**src/hw/rtl/rdd_pkg.sv**
```systemverilog
// Shared types and constants of the resource deadlock detector.
package rdd_pkg;

	localparam int TYPE_W   = 3;
	localparam int THREAD_W = 3;
	localparam int RES_W    = 2;
	localparam int AMT_W    = 8;
	localparam int MASK_W   = 8;
	localparam int TOTAL_W  = 16;
	localparam int POLICY_W = 3;

	localparam logic [TYPE_W-1:0] REQ_SET_NEED = 3'd0;
	localparam logic [TYPE_W-1:0] REQ_ACQUIRE  = 3'd1;
	localparam logic [TYPE_W-1:0] REQ_RELEASE  = 3'd2;
	localparam logic [TYPE_W-1:0] REQ_SET_FREE = 3'd3;
	localparam logic [TYPE_W-1:0] REQ_DETECT   = 3'd4;

	localparam logic [POLICY_W-1:0] POL_ALL      = 3'd0;
	localparam logic [POLICY_W-1:0] POL_FIRST    = 3'd1;
	localparam logic [POLICY_W-1:0] POL_MAX_NEED = 3'd2;
	localparam logic [POLICY_W-1:0] POL_MAX_HOLD = 3'd3;
	localparam logic [POLICY_W-1:0] POL_MIN_HOLD = 3'd4;

	typedef enum logic [2:0] {
		OP_NONE,
		OP_SET_NEED,
		OP_ACQUIRE,
		OP_RELEASE,
		OP_SET_FREE,
		OP_DETECT
	} op_t;

	typedef struct packed {
		op_t                 op;
		logic [THREAD_W-1:0] thread;
		logic [RES_W-1:0]    res;
		logic [AMT_W-1:0]    amount;
		logic                t_ok;
		logic                r_ok;
	} cmd_t;

endpackage

```
**src/hw/rtl/rdd_ifs.sv**
```systemverilog
// Request, response and configuration channel interfaces.
interface rdd_req_if;
	import rdd_pkg::*;
	logic                valid;
	logic                ready;
	logic [TYPE_W-1:0]   req_type;
	logic [THREAD_W-1:0] thread_index;
	logic [RES_W-1:0]    resource_index;
	logic [AMT_W-1:0]    amount;
	modport source (output valid, req_type, thread_index, resource_index, amount,
		input ready);
	modport sink (input valid, req_type, thread_index, resource_index, amount,
		output ready);
endinterface

interface rdd_rsp_if;
	import rdd_pkg::*;
	logic               valid;
	logic               ready;
	logic               status;
	logic               deadlock_found;
	logic [MASK_W-1:0]  preempted_mask;
	logic [TOTAL_W-1:0] deadlock_total;
	modport source (output valid, status, deadlock_found, preempted_mask, deadlock_total,
		input ready);
	modport sink (input valid, status, deadlock_found, preempted_mask, deadlock_total,
		output ready);
endinterface

interface rdd_cfg_if;
	import rdd_pkg::*;
	logic                valid;
	logic                ready;
	logic [POLICY_W-1:0] data;
	modport source (output valid, data, input ready);
	modport sink (input valid, data, output ready);
endinterface

```
**src/hw/rtl/rdd_front.sv**
```systemverilog
// Front end: accepts request items, decodes them and queues them for the back end.
module rdd_front #(
	parameter int THREADS        = 8,
	parameter int RESOURCE_TYPES = 4
) (
	input  logic          clk,
	input  logic          arst_n,
	rdd_req_if.sink       req,
	output logic          q_valid,
	output rdd_pkg::cmd_t q_cmd,
	input  logic          q_pop
);
	import rdd_pkg::*;

	cmd_t       dec;
	cmd_t       slot_q [2];
	logic       wr_q;
	logic       rd_q;
	logic [1:0] cnt_q;
	logic       push;

	always_comb begin
		dec.thread = req.thread_index;
		dec.res    = req.resource_index;
		dec.amount = req.amount;
		dec.t_ok   = (32'(req.thread_index) < THREADS);
		dec.r_ok   = (32'(req.resource_index) < RESOURCE_TYPES);
		case (req.req_type)
			REQ_SET_NEED: dec.op = OP_SET_NEED;
			REQ_ACQUIRE:  dec.op = OP_ACQUIRE;
			REQ_RELEASE:  dec.op = OP_RELEASE;
			REQ_SET_FREE: dec.op = OP_SET_FREE;
			REQ_DETECT:   dec.op = OP_DETECT;
			default:      dec.op = OP_NONE;
		endcase
	end

	assign req.ready = (cnt_q != 2'd2);
	assign push      = req.valid && req.ready;
	assign q_valid   = (cnt_q != 2'd0);
	assign q_cmd     = slot_q[rd_q];

	always_ff @(posedge clk) begin
		if (push) begin
			slot_q[wr_q] <= dec;
		end
	end

	always_ff @(posedge clk or negedge arst_n) begin
		if (!arst_n) begin
			wr_q  <= 1'b0;
			rd_q  <= 1'b0;
			cnt_q <= 2'd0;
		end else begin
			if (push) begin
				wr_q <= ~wr_q;
			end
			if (q_pop) begin
				rd_q <= ~rd_q;
			end
			case ({push, q_pop})
				2'b10:   cnt_q <= cnt_q + 2'd1;
				2'b01:   cnt_q <= cnt_q - 2'd1;
				default: cnt_q <= cnt_q;
			endcase
		end
	end

endmodule

```
**src/hw/rtl/rdd_back.sv**
```systemverilog
// Back end: holds the tables, executes commands and runs detection with recovery.
module rdd_back #(
	parameter int THREADS        = 8,
	parameter int RESOURCE_TYPES = 4,
	parameter int UNIT_BITS      = 8
) (
	input  logic          clk,
	input  logic          arst_n,
	input  logic          q_valid,
	input  rdd_pkg::cmd_t q_cmd,
	output logic          q_pop,
	rdd_rsp_if.source     rsp,
	rdd_cfg_if.sink       cfg
);
	import rdd_pkg::*;

	localparam int TW   = $clog2(THREADS);
	localparam int RW   = (RESOURCE_TYPES > 1) ? $clog2(RESOURCE_TYPES) : 1;
	localparam int UB   = UNIT_BITS;
	localparam int WW   = UNIT_BITS + $clog2(THREADS) + 1;
	localparam int SW   = UNIT_BITS + $clog2(RESOURCE_TYPES) + 1;
	localparam int UMAX = (1 << UNIT_BITS) - 1;

	typedef enum logic [6:0] {
		S_IDLE    = 7'b0000001,
		S_INIT    = 7'b0000010,
		S_SCAN    = 7'b0000100,
		S_EVAL    = 7'b0001000,
		S_SELECT  = 7'b0010000,
		S_PREEMPT = 7'b0100000,
		S_FINISH  = 7'b1000000
	} state_t;

	state_t state_q;

	logic [UB-1:0]      alloc_q [THREADS][RESOURCE_TYPES];
	logic [UB-1:0]      need_q  [THREADS][RESOURCE_TYPES];
	logic [UB-1:0]      free_q  [RESOURCE_TYPES];
	logic [WW-1:0]      work_q  [RESOURCE_TYPES];
	logic [THREADS-1:0] done_q;
	logic [THREADS-1:0] victim_q;
	logic [TW-1:0]      t_q;
	logic               progress_q;
	logic               found_q;
	logic [MASK_W-1:0]  mask_q;
	logic               have_q;
	logic [TW-1:0]      pick_q;
	logic [SW-1:0]      best_q;
	logic [POLICY_W-1:0] policy_q;
	logic [TOTAL_W-1:0] events_q;

	logic               rsp_v_q;
	logic               status_q;
	logic               found_out_q;
	logic [MASK_W-1:0]  mask_out_q;
	logic [TOTAL_W-1:0] total_q;

	logic [TW-1:0]      row_sel;
	logic [TW-1:0]      cmd_row;
	logic [RW-1:0]      cmd_res;
	logic [UB-1:0]      alloc_row [RESOURCE_TYPES];
	logic [UB-1:0]      need_row  [RESOURCE_TYPES];
	logic [THREADS-1:0] held;
	logic               amt_big;
	logic [UB-1:0]      amt_u;
	logic               acq_ok;
	logic               fits;
	logic               hit;
	logic               last_t;
	logic [SW-1:0]      row_val;
	logic               better;
	logic [TW-1:0]      pick_nx;
	logic               start;
	logic               pol_all;
	logic [TOTAL_W-1:0] events_nx;

	function automatic logic [UB-1:0] sat_add(input logic [UB-1:0] a, input logic [UB-1:0] b);
		logic [UB:0] s;
		s = {1'b0, a} + {1'b0, b};
		return s[UB] ? {UB{1'b1}} : s[UB-1:0];
	endfunction

	assign cfg.ready = 1'b1;
	assign cmd_row   = TW'(q_cmd.thread);
	assign cmd_res   = RW'(q_cmd.res);
	assign row_sel   = (state_q == S_IDLE) ? cmd_row : t_q;
	assign last_t    = (t_q == TW'(THREADS - 1));
	assign start     = (state_q == S_IDLE) && q_valid && (!rsp_v_q || rsp.ready);
	assign q_pop     = start;
	assign amt_big   = (32'(q_cmd.amount) > UMAX);
	assign amt_u     = amt_big ? {UB{1'b1}} : UB'(q_cmd.amount);
	assign pol_all   = (policy_q == POL_ALL) || (policy_q > POL_MIN_HOLD);
	assign events_nx = (found_q && events_q != {TOTAL_W{1'b1}}) ? events_q + 1'b1 : events_q;

	always_comb begin
		for (int r = 0; r < RESOURCE_TYPES; r++) begin
			alloc_row[r] = alloc_q[row_sel][r];
			need_row[r]  = need_q[row_sel][r];
		end
		for (int t = 0; t < THREADS; t++) begin
			held[t] = 1'b0;
			for (int r = 0; r < RESOURCE_TYPES; r++) begin
				held[t] = held[t] | (alloc_q[t][r] != '0);
			end
		end
	end

	always_comb begin
		fits    = 1'b1;
		row_val = '0;
		for (int r = 0; r < RESOURCE_TYPES; r++) begin
			if (WW'(need_row[r]) > work_q[r]) begin
				fits = 1'b0;
			end
			row_val = row_val + SW'(policy_q == POL_MAX_NEED ? need_row[r] : alloc_row[r]);
		end
		hit = !done_q[t_q] && fits;
		case (policy_q)
			POL_FIRST:    better = 1'b0;
			POL_MIN_HOLD: better = row_val < best_q;
			default:      better = row_val > best_q;
		endcase
		pick_nx = (!done_q[t_q] && (!have_q || better)) ? t_q : pick_q;
	end

	assign acq_ok = q_cmd.t_ok && q_cmd.r_ok && !amt_big && amt_u != '0 &&
		need_row[cmd_res] != '0 && amt_u <= need_row[cmd_res] && amt_u <= free_q[cmd_res];

	// tables
	always_ff @(posedge clk or negedge arst_n) begin
		if (!arst_n) begin
			for (int t = 0; t < THREADS; t++) begin
				for (int r = 0; r < RESOURCE_TYPES; r++) begin
					alloc_q[t][r] <= '0;
					need_q[t][r]  <= '0;
				end
			end
			for (int r = 0; r < RESOURCE_TYPES; r++) begin
				free_q[r] <= '0;
			end
		end else begin
			if (start) begin
				case (q_cmd.op)
					OP_SET_NEED: begin
						if (q_cmd.t_ok && q_cmd.r_ok) begin
							need_q[cmd_row][cmd_res] <= amt_u;
						end
					end
					OP_ACQUIRE: begin
						if (acq_ok) begin
							alloc_q[cmd_row][cmd_res] <= alloc_row[cmd_res] + amt_u;
							need_q[cmd_row][cmd_res]  <= need_row[cmd_res] - amt_u;
							free_q[cmd_res]           <= free_q[cmd_res] - amt_u;
						end
					end
					OP_RELEASE: begin
						if (q_cmd.t_ok) begin
							for (int r = 0; r < RESOURCE_TYPES; r++) begin
								free_q[r]           <= sat_add(free_q[r], alloc_row[r]);
								alloc_q[cmd_row][r] <= '0;
							end
						end
					end
					OP_SET_FREE: begin
						if (q_cmd.r_ok) begin
							free_q[cmd_res] <= amt_u;
						end
					end
					default: begin
					end
				endcase
			end else if (state_q == S_PREEMPT && victim_q[t_q]) begin
				for (int r = 0; r < RESOURCE_TYPES; r++) begin
					need_q[t_q][r]  <= sat_add(need_row[r], alloc_row[r]);
					free_q[r]       <= sat_add(free_q[r], alloc_row[r]);
					alloc_q[t_q][r] <= '0;
				end
			end
		end
	end

	// sequencer
	always_ff @(posedge clk or negedge arst_n) begin
		if (!arst_n) begin
			state_q    <= S_IDLE;
			policy_q   <= POL_ALL;
			events_q   <= '0;
			rsp_v_q    <= 1'b0;
			t_q        <= '0;
			progress_q <= 1'b0;
			found_q    <= 1'b0;
			have_q     <= 1'b0;
			done_q     <= '0;
			victim_q   <= '0;
			mask_q     <= '0;
		end else begin
			if (cfg.valid) begin
				policy_q <= cfg.data;
			end
			// drop the taken result unless a new one replaces it now
			if (rsp_v_q && rsp.ready && !(start && q_cmd.op != OP_DETECT)) begin
				rsp_v_q <= 1'b0;
			end
			case (state_q)
				S_IDLE: begin
					if (start) begin
						if (q_cmd.op == OP_DETECT) begin
							found_q <= 1'b0;
							mask_q  <= '0;
							state_q <= S_INIT;
						end else begin
							rsp_v_q     <= 1'b1;
							status_q    <= (q_cmd.op == OP_ACQUIRE) && !acq_ok;
							found_out_q <= 1'b0;
							mask_out_q  <= '0;
							total_q     <= events_q;
						end
					end
				end
				S_INIT: begin
					for (int r = 0; r < RESOURCE_TYPES; r++) begin
						work_q[r] <= WW'(free_q[r]);
					end
					done_q     <= ~held;
					t_q        <= '0;
					progress_q <= 1'b0;
					state_q    <= S_SCAN;
				end
				S_SCAN: begin
					if (hit) begin
						done_q[t_q] <= 1'b1;
						for (int r = 0; r < RESOURCE_TYPES; r++) begin
							work_q[r] <= work_q[r] + WW'(alloc_row[r]);
						end
					end
					if (last_t) begin
						t_q        <= '0;
						progress_q <= 1'b0;
						// rescan while any thread finished on this pass
						if (!(progress_q || hit)) begin
							state_q <= S_EVAL;
						end
					end else begin
						t_q        <= t_q + 1'b1;
						progress_q <= progress_q | hit;
					end
				end
				S_EVAL: begin
					t_q <= '0;
					if (&done_q) begin
						state_q <= S_FINISH;
					end else begin
						found_q <= 1'b1;
						if (pol_all) begin
							victim_q <= ~done_q;
							state_q  <= S_PREEMPT;
						end else begin
							have_q  <= 1'b0;
							state_q <= S_SELECT;
						end
					end
				end
				S_SELECT: begin
					if (!done_q[t_q] && (!have_q || better)) begin
						best_q <= row_val;
						have_q <= 1'b1;
					end
					pick_q <= pick_nx;
					if (last_t) begin
						for (int t = 0; t < THREADS; t++) begin
							victim_q[t] <= (pick_nx == TW'(t));
						end
						t_q     <= '0;
						state_q <= S_PREEMPT;
					end else begin
						t_q <= t_q + 1'b1;
					end
				end
				S_PREEMPT: begin
					if (victim_q[t_q]) begin
						for (int i = 0; i < MASK_W; i++) begin
							if (32'(t_q) == i) begin
								mask_q[i] <= 1'b1;
							end
						end
					end
					if (last_t) begin
						state_q <= S_INIT;
					end else begin
						t_q <= t_q + 1'b1;
					end
				end
				S_FINISH: begin
					events_q    <= events_nx;
					rsp_v_q     <= 1'b1;
					status_q    <= 1'b0;
					found_out_q <= found_q;
					mask_out_q  <= mask_q;
					total_q     <= events_nx;
					state_q     <= S_IDLE;
				end
				default: state_q <= S_IDLE;
			endcase
		end
	end

	assign rsp.valid          = rsp_v_q;
	assign rsp.status         = status_q;
	assign rsp.deadlock_found = found_out_q;
	assign rsp.preempted_mask = mask_out_q;
	assign rsp.deadlock_total = total_q;

endmodule

```
**src/hw/rtl/resource_deadlock_detector.sv**
```systemverilog
// Top level of the resource deadlock detector.
// Usage:
//   req carries one item per handshake: set need, acquire, release all,
//   set free units, or detect and recover. rsp returns exactly one item per
//   request item, in order. cfg writes the recovery policy; write it only
//   while no request is in flight. cfg.ready is always high.
// Throughput and sequencing:
//   Requests pass through a two-entry queue into the executor. Table
//   updates raise rsp.valid from the output register, one item a cycle
//   while rsp.ready stays high. Detect items run a sequencer that scans
//   one thread row per cycle: each detection round loads the work vector
//   from the free units, then sweeps the thread rows until no thread
//   finishes; a recovery round adds a selection pass unless the policy
//   takes all blocked threads, then a preemption pass; a final state posts the result.
// Reset:
//   arst_n clears all tables, the free units, the event counter and the
//   policy; the block accepts items as soon as reset is released.
// Stall:
//   A held result waits in the output register while the queue keeps
//   taking items; req.ready falls once both queue entries are full.
module resource_deadlock_detector #(
	parameter int THREADS        = 8,
	parameter int RESOURCE_TYPES = 4,
	parameter int UNIT_BITS      = 8
) (
	input  logic      clk,
	input  logic      arst_n,
	rdd_req_if.sink   req,
	rdd_rsp_if.source rsp,
	rdd_cfg_if.sink   cfg
);
	import rdd_pkg::*;

	logic q_valid;
	logic q_pop;
	cmd_t q_cmd;

	rdd_front #(
		.THREADS        (THREADS),
		.RESOURCE_TYPES (RESOURCE_TYPES)
	) u_front (
		.clk     (clk),
		.arst_n  (arst_n),
		.req     (req),
		.q_valid (q_valid),
		.q_cmd   (q_cmd),
		.q_pop   (q_pop)
	);

	rdd_back #(
		.THREADS        (THREADS),
		.RESOURCE_TYPES (RESOURCE_TYPES),
		.UNIT_BITS      (UNIT_BITS)
	) u_back (
		.clk     (clk),
		.arst_n  (arst_n),
		.q_valid (q_valid),
		.q_cmd   (q_cmd),
		.q_pop   (q_pop),
		.rsp     (rsp),
		.cfg     (cfg)
	);

endmodule

```
**src/flat_wrapper.sv**
```systemverilog
// flat-port wrapper written by rule: the top's interface ports become plain ports
module resource_deadlock_detector_flat import rdd_pkg::*;
#(
	parameter int THREADS        = 8,
	parameter int RESOURCE_TYPES = 4,
	parameter int UNIT_BITS      = 8
)
  (clk, arst_n, req_valid, req_req_type, req_thread_index, req_resource_index, req_amount, req_ready, rsp_valid, rsp_status, rsp_deadlock_found, rsp_preempted_mask, rsp_deadlock_total, rsp_ready, cfg_valid, cfg_data, cfg_ready);
  rdd_req_if req_i ();
  rdd_rsp_if rsp_i ();
  rdd_cfg_if cfg_i ();
  input  logic clk;
  input  logic arst_n;
  input wire logic [$bits(req_i.valid)-1:0] req_valid;
  input wire logic [$bits(req_i.req_type)-1:0] req_req_type;
  input wire logic [$bits(req_i.thread_index)-1:0] req_thread_index;
  input wire logic [$bits(req_i.resource_index)-1:0] req_resource_index;
  input wire logic [$bits(req_i.amount)-1:0] req_amount;
  output wire logic [$bits(req_i.ready)-1:0] req_ready;
  output wire logic [$bits(rsp_i.valid)-1:0] rsp_valid;
  output wire logic [$bits(rsp_i.status)-1:0] rsp_status;
  output wire logic [$bits(rsp_i.deadlock_found)-1:0] rsp_deadlock_found;
  output wire logic [$bits(rsp_i.preempted_mask)-1:0] rsp_preempted_mask;
  output wire logic [$bits(rsp_i.deadlock_total)-1:0] rsp_deadlock_total;
  input wire logic [$bits(rsp_i.ready)-1:0] rsp_ready;
  input wire logic [$bits(cfg_i.valid)-1:0] cfg_valid;
  input wire logic [$bits(cfg_i.data)-1:0] cfg_data;
  output wire logic [$bits(cfg_i.ready)-1:0] cfg_ready;
  assign req_i.valid = req_valid;
  assign req_i.req_type = req_req_type;
  assign req_i.thread_index = req_thread_index;
  assign req_i.resource_index = req_resource_index;
  assign req_i.amount = req_amount;
  assign req_ready = req_i.ready;
  assign rsp_valid = rsp_i.valid;
  assign rsp_status = rsp_i.status;
  assign rsp_deadlock_found = rsp_i.deadlock_found;
  assign rsp_preempted_mask = rsp_i.preempted_mask;
  assign rsp_deadlock_total = rsp_i.deadlock_total;
  assign rsp_i.ready = rsp_ready;
  assign cfg_i.valid = cfg_valid;
  assign cfg_i.data = cfg_data;
  assign cfg_ready = cfg_i.ready;
  resource_deadlock_detector #(.THREADS(THREADS), .RESOURCE_TYPES(RESOURCE_TYPES), .UNIT_BITS(UNIT_BITS)) u_core (.clk(clk), .arst_n(arst_n), .req(req_i), .rsp(rsp_i), .cfg(cfg_i));
endmodule
```
**config.mk**
```make
export PLATFORM = sky130hd
export DESIGN_NAME = resource_deadlock_detector_flat
export DESIGN_NICKNAME = d
export VERILOG_FILES = /design/src/hw/rtl/rdd_pkg.sv /design/src/hw/rtl/rdd_ifs.sv /design/src/hw/rtl/rdd_front.sv /design/src/hw/rtl/rdd_back.sv /design/src/hw/rtl/resource_deadlock_detector.sv /design/src/flat_wrapper.sv
export SDC_FILE = /design/constraint.sdc
export NUM_CORES = 2
export LEC_CHECK = 0
export BUFFER_PORTS_ARGS = -buffer_cell sky130_fd_sc_hd__buf_2
export CORE_AREA = 4 4 363 365
export CTS_CLUSTER_DIAMETER = 80
export DETAILED_ROUTE_END_ITERATION = 7
export DIE_AREA = 0 0 367 369
export GPL_TIMING_DRIVEN = 0
export MAX_ROUTING_LAYER = met4
export PLACE_DENSITY_LB_ADDON = 0.05
export SKIP_CTS_REPAIR_TIMING = 1
export SLEW_MARGIN = 20
export SYNTH_ARGS = -nofsm -noshare
export SYNTH_HDL_FRONTEND = slang
export SYNTH_HIERARCHICAL = 1
export SYNTH_SLANG_ARGS = --single-unit
```
**constraint.sdc**
```tcl
create_clock -name clk -period 16.41 [get_ports clk]
set_clock_uncertainty 0.15 [all_clocks]
set_input_delay 2.4615 -clock clk [delete_from_list [all_inputs] [get_ports clk]]
set_output_delay 2.4615 -clock clk [all_outputs]
set_load 0.005 [all_outputs]
```
==> flow_metrics.env <==
export IMPL_synth_top_area_share_pct=33.71
export IMPL_dieArea_um2=135400
export IMPL_grt_overflow=0
export IMPL_synthDistinctLibCells=89
export IMPL_cts_htree_levels=3
export IMPL_dp_slack_ns=3.147
export IMPL_most_used_flip_flop_cell_after_synthesis="sky130_fd_sc_hd__dfrtp_1"
export IMPL_synth_cells_most_frequent="604 x sky130_fd_sc_hd__dfrtp_1, 469 x sky130_fd_sc_hd__nand2_1, 423 x sky130_fd_sc_hd__inv_1"
export IMPL_syn2layout_area_growth_pct=14.77
export IMPL_post_synth_top_count_cell="sky130_fd_sc_hd__dfrtp_1"
export IMPL_cts_sinks=724
export IMPL_setup_viol=0
export IMPL_timing_rr_end="u_core/u_back/best_q[7]"
export IMPL_arrival_ns=13.94
export IMPL_synthArstFlopShare_pct=83.56
export IMPL_critPathMaxFanout=10
export IMPL_place_hpwl_mm=172.3
export IMPL_grt_met2_usage_pct=47.56
export IMPL_max_clock_path_buffers=3
export IMPL_min_period_over_period_pct=83.75
export IMPL_drc=21
export IMPL_cts_root_buf="sky130_fd_sc_hd__clkbuf_16"
export IMPL_timing_rr_start="u_core/u_back/state_q[5]"
export IMPL_cp_slowest_stage_delay_ns=1.01
export IMPL_timing_critical_path_slowest_stage_cell="sky130_fd_sc_hd__xnor2_1"
export IMPL_synth_cell_area_um2=44840
export IMPL_place_gp_congestion=1.010
export IMPL_fill_cells=12950
export IMPL_floorplan_core_area_um2=128800
export IMPL_worst_r2r_path_depth=32
export IMPL_hold_path_class="reg -> reg"
export IMPL_synth_edf_count=119
export IMPL_cts_inserted_buffers=96
export IMPL_setup_ws_ns=2.666
export IMPL_horizontal_die_dimension_um=367
export IMPL_max_slew_margin_rel_pct=11.61
export IMPL_global_route_peak_usage_layer="met2"
export IMPL_floorplan_initialDensity_pct=34.81
export IMPL_drv_slew=0
export IMPL_r2r_setup_slk_ns=2.67
export IMPL_endpoint_of_the_worst_hold_timing_path="u_core/u_back/events_q[4]"
export IMPL_violations="design-rule violations"
export IMPL_grt_use_met1_pct=44.61
export IMPL_hp_start="u_core/u_back/events_q[4]"
export IMPL_hold_path_cell_count=1
export IMPL_dr_pass1_iters=8
export IMPL_synthCells=4836
export IMPL_route_detailed_vias_per_inst=6.207
export IMPL_post_synthesis_register_bit_count=724
export IMPL_synth_seq_area_share_pct=41.73
export IMPL_groute_layer_met3_usage_pct=8.362
export IMPL_totalWireLength_mm=221.7
export IMPL_critical_path_endpoint_type="register"
export IMPL_track_usage_pct=32.74
export IMPL_yosys_warn_count=6
export IMPL_clock_tree_from_tritoncts="yes"
export IMPL_worst_hold_slack_ns=0.3343
export IMPL_numPortBuffers=51
export IMPL_synth_top_cells_by_area="sky130_fd_sc_hd__dfrtp_1 34%, sky130_fd_sc_hd__edfxtp_1 8.0%, sky130_fd_sc_hd__ha_1 5.0%"
export IMPL_rows=132
export IMPL_hold_viol=0
export IMPL_fp_dieH_um=369
export IMPL_grt_start_max_net_pins=86
export IMPL_setup_worst_path_class="reg -> reg"
export IMPL_dr_first_iter_drc_count=5741
export IMPL_synth_area_leader="sky130_fd_sc_hd__dfrtp_1"
export IMPL_clkTransAtPathRegs_ns=0.06
export IMPL_finalNetCount=5263
export IMPL_max_clock_freq_mhz=72.76
export IMPL_global_route_wire_length_before_repair_mm=309.8
export IMPL_routed_length_per_placed_instance_um=32.61
export IMPL_outcome="complete, but fails checks"
export IMPL_timing_final_crit_period_ns=13.74
export IMPL_final_layout_size_suffix_gt1_share_pct=11.29
export IMPL_antenna_found_initial=7
export IMPL_worst_setup_path_start_kind="register"
export IMPL_via_count=42190
export IMPL_worst_pin_slew_ns=1.316
export IMPL_max_cap_violations=0
export IMPL_ant_nets=0
export IMPL_design_portCount=53
export IMPL_clock_insertion_delay_at_the_later_pin_of_the_skew_report_ns=0.73
export IMPL_data_required_critical_path_ns=16.61
export IMPL_first_global_vias=39810
export IMPL_grt_setup_unrepaired="no"
export IMPL_synth_avg_cell_area_um2=9.273
## per-layer routing
metal / vias up / part of all wire [%]
li1: 18320 / -
met3: 389 / 10
met2: 2225 / 43
met1: 21260 / 43
met4: 0 / 3.9
met5: - / 0
## stage by stage
| stage | cells | cell area (um^2) | utilization [%] | setup TNS (ns) |
|---|---|---|---|---|
| after floorplan | 4837 | 44850 | - | 0 |
| after global placement | 6563 | 47200 | 36.64 | -1006.49 |
| after detailed placement | 6606 | 48030 | 37.28 | 0 |
| after CTS | 6787 | 51400 | 39.90 | 0 |
| after global routing | 6793 | 51450 | 39.94 | 0 |
| final | 6797 | 51460 | 39.95 | 0 |
## flip-flops by register name, indices dropped and copies added, names as in the netlist, 3 cells and up
signal / flops
u_core/u_front/slot_q: 32
u_core/u_back/rsp.preempted_mask: 8
u_core/u_back/best_q: 10
u_core/u_back/t_q: 3
u_core/u_back/policy_q: 3
u_core/u_back/need_q: 256
u_core/u_back/done_q: 8
u_core/u_back/pick_q: 3
u_core/u_back/events_q: 16
u_core/u_back/alloc_q: 256
u_core/u_back/rsp.deadlock_total: 16
u_core/u_back/work_q: 48
u_core/u_back/state_q: 7
u_core/u_back/mask_q: 8
u_core/u_back/free_q: 32
u_core/u_back/victim_q: 8
## area by class of cell
cell class	count	area [um^2]	area share [%]
Multi-Input combinational cell	3343	23290	45.26
Inverter	425	1595	3.100
Timing Repair Buffer	94	859.6	1.670
Buffer	345	1510	2.934
Clock buffer	139	2846	5.531
Sequential cell	724	18710	36.36
Clock inverter	42	524.3	1.019
Tap cell	1675	2096	4.072
Antenna cell	10	25.02	0.04862
## placed cells by master (no fill, tap or decap), types with 74 or more instances in the layout
master / count
sky130_fd_sc_hd__edfxtp_1: 119
sky130_fd_sc_hd__inv_1: 423
sky130_fd_sc_hd__a22oi_1: 230
sky130_fd_sc_hd__o22ai_1: 261
sky130_fd_sc_hd__mux2_2: 74
sky130_fd_sc_hd__o21ai_0: 162
sky130_fd_sc_hd__nand2_1: 469
sky130_fd_sc_hd__nand3_1: 206
sky130_fd_sc_hd__dfrtp_1: 604
sky130_fd_sc_hd__clkbuf_1: 229
sky130_fd_sc_hd__buf_2: 127
sky130_fd_sc_hd__clkbuf_16: 98
sky130_fd_sc_hd__xnor2_1: 79
sky130_fd_sc_hd__ha_1: 179
sky130_fd_sc_hd__a21oi_1: 280
sky130_fd_sc_hd__nor2_1: 196
sky130_fd_sc_hd__a22o_1: 246
## worst max-delay path: cells and delay by family (launching register included)
| family | cells | cell delay (ns) |
|---|---|---|
| compound gates | 11 | 2.62 |
| xor+xnor | 1 | 1.01 |
| fa+ha+maj | 4 | 1.70 |
| buf+inv | 11 | 4.90 |
| flops | 1 | 0.46 |
| mux | 1 | 0.39 |
| simple gates | 4 | 2.08 |
## kinds of logic after synthesis
family / count (synthesis) / share of synthesized area [%]
AOI/OAI and AO/OA: 1645 / 25.58
and+or+nand+nor: 1245 / 13.53
buffers and inverters: 770 / 6.925
DFF: 724 / 41.73
adders and majority gates: 210 / 6.378
muxes: 122 / 3.532
xor gates and xnor gates: 118 / 2.305
other: 2 / 0.01675
## worst max path at each step
stage,from,to,slack [ns]
3_3_place_gp,arst_n,u_core/u_back/work_q[3][8],-1.74
5_1_grt,u_core/u_back/state_q[5],u_core/u_back/best_q[7],2.43
6_report,u_core/u_back/state_q[5],u_core/u_back/best_q[7],2.67
2_1_floorplan,u_core/u_front/rd_q,u_core/u_back/best_q[0],7.91
3_5_place_dp,u_core/u_back/state_q[5],u_core/u_back/best_q[5],3.15
4_1_cts,u_core/u_back/state_q[5],u_core/u_back/best_q[7],3.12
Power is not shown: default switching activity piles up to over one toggle a cycle in this logic, so the estimate is an artifact.
